## src/sv/psm_pkg.sv

```systemverilog
// Package: shared types and constants of the program stream map parser.
`default_nettype none
package psm_pkg;
  localparam logic [7:0] EXT_STREAM_ID = 8'hFD;
  localparam logic [15:0] MIN_MAP_LEN = 16'd10;
  localparam logic [15:0] MIN_EXT_INFO = 16'd3;
  localparam logic [1:0] ST_OK = 2'd0;
  localparam logic [1:0] ST_MORE = 2'd1;
  localparam logic [1:0] ST_BAD = 2'd2;

  typedef struct packed {
    logic [7:0] data_byte;
    logic       section_start;
    logic       buffer_end;
  } in_item_t;

  typedef struct packed {
    logic       result_kind;
    logic [7:0] codec_type;
    logic [7:0] stream_ident;
    logic [3:0] slot_index;
    logic       is_new;
    logic [1:0] status_code;
    logic [4:0] map_version;
    logic [4:0] stored_count;
  } out_item_t;

  // Work handed from the front to the back: an entry to store, plus an
  // optional status on the same byte that replaces the entry result.
  typedef struct packed {
    logic       has_entry;
    logic       has_status;
    logic [1:0] status;
    logic [7:0] etype;
    logic [7:0] eid;
    logic [4:0] version;
  } job_t;
endpackage
`default_nettype wire

```

## src/sv/psm_if.sv

```systemverilog
// Interfaces: valid/ready stream channels for input bytes and results.
`default_nettype none
interface psm_in_if;
  logic                valid;
  logic                ready;
  psm_pkg::in_item_t   payload;
  modport source (output valid, output payload, input ready);
  modport sink (input valid, input payload, output ready);
endinterface

interface psm_out_if;
  logic                valid;
  logic                ready;
  psm_pkg::out_item_t  payload;
  modport source (output valid, output payload, input ready);
  modport sink (input valid, input payload, output ready);
endinterface
`default_nettype wire

```

## src/sv/psm_front.sv

```systemverilog
// Front end: byte parser that classifies each byte and issues table jobs.
`default_nettype none
module psm_front #(
  parameter int TABLE_ENTRIES = 16
) (
  input  wire logic              clk,
  input  wire logic              rst,
  input  wire logic              in_valid,
  output logic                   in_ready,
  input  wire psm_pkg::in_item_t in_item,
  input  wire logic              q_full,
  input  wire logic              q_pending,
  output logic                   job_valid,
  output psm_pkg::job_t          job,
  input  wire logic [6:0]        est_count
);
  localparam logic [3:0] PH_IDLE = 4'd0, PH_LEN_LO = 4'd1, PH_HEAD = 4'd2,
    PH_INFO = 4'd3, PH_ESMAP = 4'd4, PH_TYPE = 4'd5, PH_ID = 4'd6, PH_LHI = 4'd7,
    PH_LLO = 4'd8, PH_SKIP = 4'd9, PH_TAIL = 4'd10, PH_BAD = 4'd11,
    PH_DECIDE = 4'd12;
  localparam logic [6:0] TABLE_N = 7'(TABLE_ENTRIES);

  logic [3:0] phase, phase_next;
  logic [15:0] pos, sec_len, sec_len_next, info_len, info_len_next;
  logic [15:0] end_pos, end_pos_next;
  logic [7:0] ptype, ptype_next, pid, pid_next;
  logic ext_flag, ext_flag_next;
  logic [4:0] version, version_next;
  logic fire;
  logic [16:0] n, region_end, lim;

  // A byte that may start an entry header waits until every earlier job has
  // left the queue, so that the table fill it depends on is final.
  assign in_ready = !q_full && !(phase == PH_DECIDE && q_pending);
  assign fire = in_valid && in_ready;

  always_comb begin
    n = {1'b0, pos} + 17'd1;
    region_end = {1'b0, sec_len} - 17'd4;
    lim = n + {1'b0, info_len_next};
  end

  always_comb begin
    phase_next = phase;
    sec_len_next = sec_len;
    info_len_next = info_len;
    end_pos_next = end_pos;
    ptype_next = ptype;
    pid_next = pid;
    ext_flag_next = ext_flag;
    version_next = version;
    job = '0;
    if (in_item.section_start) begin
      sec_len_next = {in_item.data_byte, 8'd0};
      phase_next = PH_LEN_LO;
    end else if (phase == PH_LEN_LO) begin
      sec_len_next = {sec_len[15:8], in_item.data_byte};
      if (sec_len_next == 16'd0) begin
        job.has_status = 1'b1;
        job.status = psm_pkg::ST_BAD;
        phase_next = PH_IDLE;
      end else begin
        phase_next = PH_HEAD;
      end
    end else if (phase != PH_IDLE) begin
      unique case (phase)
        PH_HEAD: begin
          if (pos == 16'd0) begin
            ext_flag_next = in_item.data_byte[6];
            version_next = in_item.data_byte[4:0];
          end else if (pos == 16'd2) begin
            info_len_next = {in_item.data_byte, 8'd0};
          end else if (pos == 16'd3) begin
            info_len_next = {info_len[15:8], in_item.data_byte};
            if ({1'b0, info_len_next} + 17'd10 > {1'b0, sec_len}) begin
              phase_next = PH_BAD;
            end else if (info_len_next == 16'd0) begin
              phase_next = PH_ESMAP;
              end_pos_next = 16'(n + 17'd2);
            end else begin
              phase_next = PH_INFO;
              end_pos_next = 16'(lim);
            end
          end
        end
        PH_INFO: begin
          if (n >= {1'b0, end_pos}) begin
            phase_next = PH_ESMAP;
            end_pos_next = 16'(n + 17'd2);
          end
        end
        PH_ESMAP, PH_SKIP: begin
          if (n >= {1'b0, end_pos}) phase_next = PH_DECIDE;
        end
        PH_DECIDE: begin
          // This byte is either the type byte of another entry or tail.
          if ({1'b0, pos} + 17'd4 <= region_end && est_count < TABLE_N) begin
            ptype_next = in_item.data_byte;
            phase_next = PH_ID;
          end else begin
            phase_next = PH_TAIL;
          end
        end
        PH_TYPE: begin
          ptype_next = in_item.data_byte;
          phase_next = PH_ID;
        end
        PH_ID: begin
          pid_next = in_item.data_byte;
          phase_next = PH_LHI;
        end
        PH_LHI: begin
          info_len_next = {in_item.data_byte, 8'd0};
          phase_next = PH_LLO;
        end
        PH_LLO: begin
          info_len_next = {info_len[15:8], in_item.data_byte};
          if (lim > region_end) begin
            phase_next = PH_BAD;
          end else begin
            job.has_entry = 1'b1;
            if (pid == psm_pkg::EXT_STREAM_ID && !ext_flag &&
                info_len_next < psm_pkg::MIN_EXT_INFO) begin
              phase_next = PH_BAD;
            end else if (info_len_next == 16'd0) begin
              phase_next = PH_DECIDE;
            end else begin
              end_pos_next = 16'(lim);
              phase_next = PH_SKIP;
            end
          end
        end
        default: ;
      endcase
      if ({1'b0, pos} == {1'b0, sec_len} - 17'd1) begin
        job.has_status = 1'b1;
        job.status = (phase_next == PH_BAD || sec_len < psm_pkg::MIN_MAP_LEN)
                     ? psm_pkg::ST_BAD : psm_pkg::ST_OK;
        phase_next = PH_IDLE;
      end
    end
    if (!job.has_status && in_item.buffer_end && phase_next != PH_IDLE) begin
      job.has_status = 1'b1;
      job.status = psm_pkg::ST_MORE;
      phase_next = PH_IDLE;
    end
    job.etype = ptype;
    job.eid = pid;
    job.version = version_next;
  end

  assign job_valid = fire && (job.has_entry || job.has_status);

  always_ff @(posedge clk) begin
    if (rst) begin
      phase <= PH_IDLE;
      pos <= '0;
      sec_len <= '0;
      info_len <= '0;
      end_pos <= '0;
      ptype <= '0;
      pid <= '0;
      ext_flag <= 1'b0;
      version <= '0;
    end else begin
      if (fire) begin
        phase <= phase_next;
        sec_len <= sec_len_next;
        info_len <= info_len_next;
        end_pos <= end_pos_next;
        ptype <= ptype_next;
        pid <= pid_next;
        ext_flag <= ext_flag_next;
        version <= version_next;
        if (!in_item.section_start && phase == PH_LEN_LO) pos <= '0;
        else if (!in_item.section_start && phase != PH_IDLE) pos <= 16'(n);
      end
    end
  end
endmodule
`default_nettype wire

```

## src/sv/psm_queue.sv

```systemverilog
// Job queue: small FIFO between the parser front end and the table back end.
`default_nettype none
module psm_queue (
  input  wire logic          clk,
  input  wire logic          rst,
  input  wire logic          push,
  input  wire psm_pkg::job_t push_job,
  output logic               full,
  output logic               not_empty,
  input  wire logic          pop,
  output psm_pkg::job_t      head
);
  psm_pkg::job_t slots [4];
  logic [1:0] wr, rd;
  logic [2:0] fill;
  assign full = fill >= 3'd3;  // room for the byte in flight
  assign not_empty = fill != 3'd0;
  assign head = slots[rd];
  always_ff @(posedge clk) begin
    if (push) slots[wr] <= push_job;
    if (rst) begin
      wr <= '0;
      rd <= '0;
      fill <= '0;
    end else begin
      if (push) wr <= wr + 2'd1;
      if (pop) rd <= rd + 2'd1;
      fill <= fill + {2'b0, push} - {2'b0, pop};
    end
  end
endmodule
`default_nettype wire

```

## src/sv/psm_back.sv

```systemverilog
// Back end: serial id table lookup, table update and result register.
`default_nettype none
module psm_back #(
  parameter int TABLE_ENTRIES = 16
) (
  input  wire logic          clk,
  input  wire logic          rst,
  input  wire logic          job_avail,
  input  wire psm_pkg::job_t job,
  output logic               job_pop,
  output logic [6:0]         used_count,
  output logic               res_valid,
  input  wire logic          res_ready,
  output psm_pkg::out_item_t res
);
  localparam int IW = (TABLE_ENTRIES > 1) ? $clog2(TABLE_ENTRIES) : 1;
  localparam logic [6:0] TABLE_N = 7'(TABLE_ENTRIES);

  logic [7:0] id_mem [TABLE_ENTRIES];
  logic [6:0] used;
  logic [6:0] scan;
  logic busy;
  logic [7:0] rd_id;
  logic hit;
  logic [6:0] slot;

  assign used_count = used;
  assign hit = busy && scan < used && rd_id == job.eid;

  // One table slot read per cycle; rd_id belongs to slot scan.
  always_ff @(posedge clk) begin
    rd_id <= id_mem[IW'(busy ? scan + 7'd1 : 7'd0)];
  end

  always_comb begin
    job_pop = 1'b0;
    slot = hit ? scan : used;
    if (job_avail && !res_valid) begin
      if (!job.has_entry) job_pop = 1'b1;
      else if (busy && (hit || scan >= used)) job_pop = 1'b1;
    end
  end

  always_ff @(posedge clk) begin
    if (job_pop && job.has_entry && slot < TABLE_N) begin
      id_mem[IW'(slot)] <= job.eid;
    end
    if (job_pop) begin
      res.result_kind <= job.has_status;
      res.codec_type <= job.has_status ? 8'd0 : job.etype;
      res.stream_ident <= job.has_status ? 8'd0 : job.eid;
      res.slot_index <= job.has_status ? 4'd0 : 4'(slot);
      res.is_new <= !job.has_status && !hit;
      res.status_code <= job.has_status ? job.status : psm_pkg::ST_OK;
      res.map_version <= job.version;
      res.stored_count <= 5'(used + ((job.has_entry && !hit) ? 7'd1 : 7'd0));
    end
    if (rst) begin
      used <= '0;
      busy <= 1'b0;
      scan <= '0;
      res_valid <= 1'b0;
    end else begin
      if (res_valid && res_ready) res_valid <= 1'b0;
      if (job_pop) begin
        res_valid <= 1'b1;
        busy <= 1'b0;
        scan <= '0;
        if (job.has_entry && !hit) used <= used + 7'd1;
      end else if (job_avail && job.has_entry && !res_valid) begin
        if (busy) scan <= scan + 7'd1;
        busy <= 1'b1;
      end
    end
  end
endmodule
`default_nettype wire

```

## src/sv/program_stream_map_parser.sv

```systemverilog
// Top level: program stream map parser with decoupled parser and table back end.
// A status result passes through the job queue and the result register; an entry result
// also waits for the id table scan up to the matching slot or, for a new id, over the
// entries in use (one table slot read per cycle), once the result register is free. One
// byte per cycle unless the queue is full; a byte that may open an entry header waits until
// the queue has drained. Reset (rst, synchronous) empties the table and idles the parser.
`default_nettype none
module program_stream_map_parser #(
  parameter int TABLE_ENTRIES = 16
) (
  input wire logic   clk,
  input wire logic   rst,
  psm_in_if.sink     in_ch,
  psm_out_if.source  out_ch
);
  // The front end classifies bytes and pushes a job for each byte that makes
  // a result; the back end scans the id table and registers the result.
  // Whether another entry follows depends on the table fill, so the front
  // end holds that byte until the back end has finished all earlier jobs.
  logic q_full, q_ne, job_valid, job_pop;
  psm_pkg::job_t job, head;
  logic [6:0] used;

  psm_front #(.TABLE_ENTRIES(TABLE_ENTRIES)) u_front (
    .clk, .rst, .in_valid(in_ch.valid), .in_ready(in_ch.ready),
    .in_item(in_ch.payload), .q_full, .q_pending(q_ne), .job_valid, .job,
    .est_count(used));

  psm_queue u_queue (
    .clk, .rst, .push(job_valid), .push_job(job), .full(q_full),
    .not_empty(q_ne), .pop(job_pop), .head);

  psm_back #(.TABLE_ENTRIES(TABLE_ENTRIES)) u_back (
    .clk, .rst, .job_avail(q_ne), .job(head), .job_pop, .used_count(used),
    .res_valid(out_ch.valid), .res_ready(out_ch.ready), .res(out_ch.payload));
endmodule
`default_nettype wire

```

## src/flat_wrapper.sv

```systemverilog
// flat-port wrapper written by rule: the top's interface ports become plain ports
module program_stream_map_parser_flat 
#(
  parameter int TABLE_ENTRIES = 16
)
  (clk, rst, in_ch_valid, in_ch_payload, in_ch_ready, out_ch_valid, out_ch_payload, out_ch_ready);
  psm_in_if in_ch_i ();
  psm_out_if out_ch_i ();
  input wire logic clk;
  input wire logic rst;
  input wire logic [$bits(in_ch_i.valid)-1:0] in_ch_valid;
  input wire logic [$bits(in_ch_i.payload)-1:0] in_ch_payload;
  output wire logic [$bits(in_ch_i.ready)-1:0] in_ch_ready;
  output wire logic [$bits(out_ch_i.valid)-1:0] out_ch_valid;
  output wire logic [$bits(out_ch_i.payload)-1:0] out_ch_payload;
  input wire logic [$bits(out_ch_i.ready)-1:0] out_ch_ready;
  assign in_ch_i.valid = in_ch_valid;
  assign in_ch_i.payload = in_ch_payload;
  assign in_ch_ready = in_ch_i.ready;
  assign out_ch_valid = out_ch_i.valid;
  assign out_ch_payload = out_ch_i.payload;
  assign out_ch_i.ready = out_ch_ready;
  program_stream_map_parser #(.TABLE_ENTRIES(TABLE_ENTRIES)) u_core (.clk(clk), .rst(rst), .in_ch(in_ch_i), .out_ch(out_ch_i));
endmodule
```

## config.mk

```make
export PLATFORM = sky130hd
export DESIGN_NAME = program_stream_map_parser_flat
export DESIGN_NICKNAME = d
export VERILOG_FILES = /design/src/sv/psm_pkg.sv /design/src/sv/psm_if.sv /design/src/sv/psm_front.sv /design/src/sv/psm_queue.sv /design/src/sv/psm_back.sv /design/src/sv/program_stream_map_parser.sv /design/src/flat_wrapper.sv
export SDC_FILE = /design/constraint.sdc
export NUM_CORES = 1
export LEC_CHECK = 0
export BUFFER_PORTS_ARGS = -buffer_cell sky130_fd_sc_hd__buf_2
export CORE_UTILIZATION = 55
export DETAILED_ROUTE_END_ITERATION = 10
export GPL_TIMING_DRIVEN = 0
export MAX_ROUTING_LAYER = met4
export PLACE_DENSITY = 0.81
export SLEW_MARGIN = 20
export SYNTH_ARGS = -nofsm -noshare
export SYNTH_HDL_FRONTEND = slang
export SYNTH_SLANG_ARGS = --single-unit
```

## constraint.sdc

```tcl
create_clock -name clk -period 11.62 [get_ports clk]
set_clock_uncertainty 0.2 [all_clocks]
set_input_delay 0.581 -clock clk [delete_from_list [all_inputs] [get_ports clk]]
set_output_delay 0.581 -clock clk [all_outputs]
set_load 0.02 [all_outputs]
```

==> reports/metrics.csv <==
stage,metric,value,unit
die,initial_utilization,56.0,%
worst_setup_path,arrival,9830,ps
placement,pre_cts_ws,1950,ps
placement,hpwl,38.3,mm
route,num_vias,15100,
clock_network,cts_root_buf,clkbuf_16,
placement,gp_congestion,0.955,
hold_path,worstHoldEndpoint,u_core.u_queue.wr[1],
synth,synth_cells,1830,
synth,yosysWarnings,0,
die,pin_count,50,
synth,yosysSeqAreaShare,51.6,%
global_route,overflow,0,
sta,slew_headroom,30.4,%
power_and_ir_drop,ir_drop,0.144,mV
worst_setup_path,crit_path_top_delay_cell,a2111oi_2,
synth,ys_ff_latch,385,
clock_network,insertion_delay,560,ps
clock_network,ctsResizeCount,0,
worst_setup_path,r2r_slack,2010,ps
final_layout,fillers,2701,
clock_network,cts_max_path_buffers,3,
synth,synthTopCellsByCount,"262 x edfxtp_1, 184 x nor2_1, 159 x nand2_1",
final_layout,nets,2042,
die,die_height,193,um
synth,synth_flop_cell,edfxtp_1,
sta,period_minus_slack,9610,ps
route,viasPerCell,6.27,
final_layout,multi_input_area,0.00896,mm2
synth,yosys-top-cells-area,"edfxtp_1 39%, dfxtp_1 12%, ha_1 6.9%",
worst_setup_path,endpoint_kind,flip-flop,
die,die_x,193,um
worst_setup_path,crit_buf_inv,5,
power_and_ir_drop,powerDensity,177,mW/mm2
sta,rsz0062_at_grt,false,
flow_run,drv_cap,0,
worst_setup_path,crit_path_start_kind,flip-flop,
worst_setup_path,worst-path-max-fanout,10,
outcome,violations,design-rule violations,
global_route,grt_pass1_vias,14600,
synth,yosysUniqueCellTypes,81,
worst_setup_path,r2r_end,u_core.u_queue.fill[2],
final_layout,ff_latch_area,0.0103,mm2
sta,whs,216,ps
die,core_area,0.0357,mm2
sta,finalHoldViolCount,0,
synth,synth_top_cell_by_area,edfxtp_1,
clock_network,clk_pin_slew_worst_paths,70,ps
worst_setup_path,crit_type,reg2reg,
clock_network,post_cts_buffers,0,
sta,finalCritPeriodShare,82.7,%
route,wl_per_cell,23.0,um
die,dieArea,0.0372,mm2
sta,worst_pin_slew,1040,ps
clock_network,cts_tree,yes,
clock_network,htree_levels,2,
clock_network,cts_hold_buf,0,
global_route,grt_antenna_before_repair,1,
placement,io_buffers,44,
global_route,grt.total_usage,30.7,%
sta,setup_violations,0,
global_route,grt_max_degree,26,
hold_path,hold_path_class,in2reg,
die,placementRows,69,
worst_setup_path,crit_family,compound AO/OA/AOI/OAI gates,
route,drt-total-wl,55.3,mm
worst_setup_path,critPathMaxStageDelay,890,ps
power_and_ir_drop,p_leak,8.09,nW
route,route.detailed.drc,6,
final_layout,finalNonFillerCells,2409,
sta,tns,0,ps
synth,netlist_area,0.0200,mm2
synth,synth_area_per_cell,10.9,um2
route,firstDrtPassIters,10,
route,first_iter_violations,1352,
synth,ys_async_sr_fraction,0,%
synth,yosysMostFrequentCell,edfxtp_1,
placement,placed_cells,2336,
worst_setup_path,crit_top_cell,ha_1,
hold_path,holdCritStartpoint,rst,
final_layout,drive_above_1_share,11.0,%
hold_path,whs_path_depth,3,
route,drtAntennaViolNets,0,
synth,synth_nets,1956,
sta,slew_viol_final,0,
synth,synth_edf_count,262,
clock_network,cts.sinks,385,
worst_setup_path,required,11840,ps
worst_setup_path,reg2reg_depth,37,
global_route,grt_pass1_wl,83.7,mm
synth,synth_top_area_share,39.3,%
sta,timing.final.ws_setup,2010,ps
clock_network,numCtsBuffers,39,
worst_setup_path,r2r_start,u_core.u_front.pos[0],
sta,fmax,104,MHz
outcome,outcome,finished with violations,
final_layout,area_growth,11.5,%
==> stage by stage <==
stage	power, mW	cell area [um2]	utilization (%)
after floorplan	2.28	20000	-
after global placement	2.52	20800	58.3
after detailed placement	2.56	20900	58.4
after CTS	3.96	22300	62.5
after global routing	4.09	22300	62.5
final	3.95	22300	62.5
==> layout make-up <==
type,instances,area share (%)
inverters,76,1.28
well taps,461,2.58
clock buffers,49,4.91
clock inverters,23,1.59
repair buffers,45,1.11
plain buffers,103,2.16
multi-input cells,1266,40.1
flip-flops and latches,385,46.3
diodes,1,0.0112
==> worst min-delay path: stages <==
cell	delay, ps
clkbuf_8	160
nand2b_1	110
mux2i_1	60
==> logic make-up (layout without fill, tap and decap cells) <==
group	after synthesis	in the layout	share of synthesized area [%]
AND/OR/NAND/NOR	612	612	15.0
flip-flops	385	385	51.6
AO/OA/AOI/OAI	350	350	11.8
buffers and inverters	179	296	3.83
XOR/XNOR	123	123	5.38
adder cells (fa/ha/maj)	112	112	7.07
multiplexers	69	69	5.35
other	0	1	0
==> layout by cell type (no fill, tap or decap), drive strengths merged, types with 44 or more instances in the layout <==
| cell | synthesis | routed |
|---|---|---|
| edfxtp | 262 | 262 |
| nor2 | 184 | 184 |
| nand2 | 161 | 161 |
| clkbuf | 80 | 129 |
| dfxtp | 123 | 123 |
| a21oi | 113 | 113 |
| ha | 110 | 110 |
| xnor2 | 85 | 85 |
| inv | 76 | 80 |
| buf | 23 | 68 |
| a211oi | 63 | 63 |
| nor2b | 56 | 56 |
| nand3 | 44 | 44 |
==> worst max-delay path by stage <==
stage               cells past startpoint  slack (ps)                  start                          end
detailed placement                     35        1950  u_core.u_front.pos[0]       u_core.u_queue.fill[2]
CTS                                    35        1900  u_core.u_front.pos[0]       u_core.u_queue.fill[2]
floorplan                              39        3950  u_core.u_front.pos[2]       u_core.u_queue.fill[2]
global route                           37        1630  u_core.u_front.pos[0]       u_core.u_queue.fill[2]
global placement                       30        1830  u_core.u_front.pos[0]  u_core.u_queue.slots[0][20]
finish                                 37        2010  u_core.u_front.pos[0]       u_core.u_queue.fill[2]
==> state kept, by name, indices dropped and copies added, names as in the netlist, named ones only <==
| register | flops |
|---|---|
| u_core.u_front.ptype | 8 |
| u_core.u_back.used_count | 7 |
| u_core.u_front.end_pos | 16 |
| u_core.u_queue.slots | 100 |
| u_core.u_front.phase | 4 |
| u_core.u_front.info_len | 16 |
| u_core.u_back.busy | 1 |
| u_core.u_front.pos | 16 |
| u_core.u_queue.fill | 3 |
| u_core.u_back.res_valid | 1 |
| u_core.u_back.scan | 7 |
| u_core.u_back.res | 34 |
| u_core.u_front.version | 5 |
| u_core.u_queue.wr | 2 |
| u_core.u_front.pid | 8 |
| u_core.u_queue.rd | 2 |
| u_core.u_back.rd_id | 8 |
| u_core.u_front.ext_flag | 1 |
| u_core.u_front.sec_len | 16 |
| u_core.u_back.id_mem | 128 |
==> power by group <==
group	switching (mW)	leakage, nW	total (mW)	internal (mW)
Combinational	0.581	4.07	0.885	0.304
Sequential	0.0454	3.31	1.67	1.62
Clock	0.561	0.705	1.40	0.839
Total	1.19	8.09	3.95	2.76
==> layer usage <==
| metal | GRT usage [%] | part of all wire [%] | up-vias |
|---|---|---|---|
| li1 | - | - | 6877 |
| met1 | 39.3 | 41 | 7368 |
| met2 | 49.6 | 48 | 705 |
| met3 | 4.04 | 7.5 | 155 |
| met4 | 12.2 | 4.1 | 0 |
| met5 | - | 0 | - |
Power figures use the tool's default switching activity.
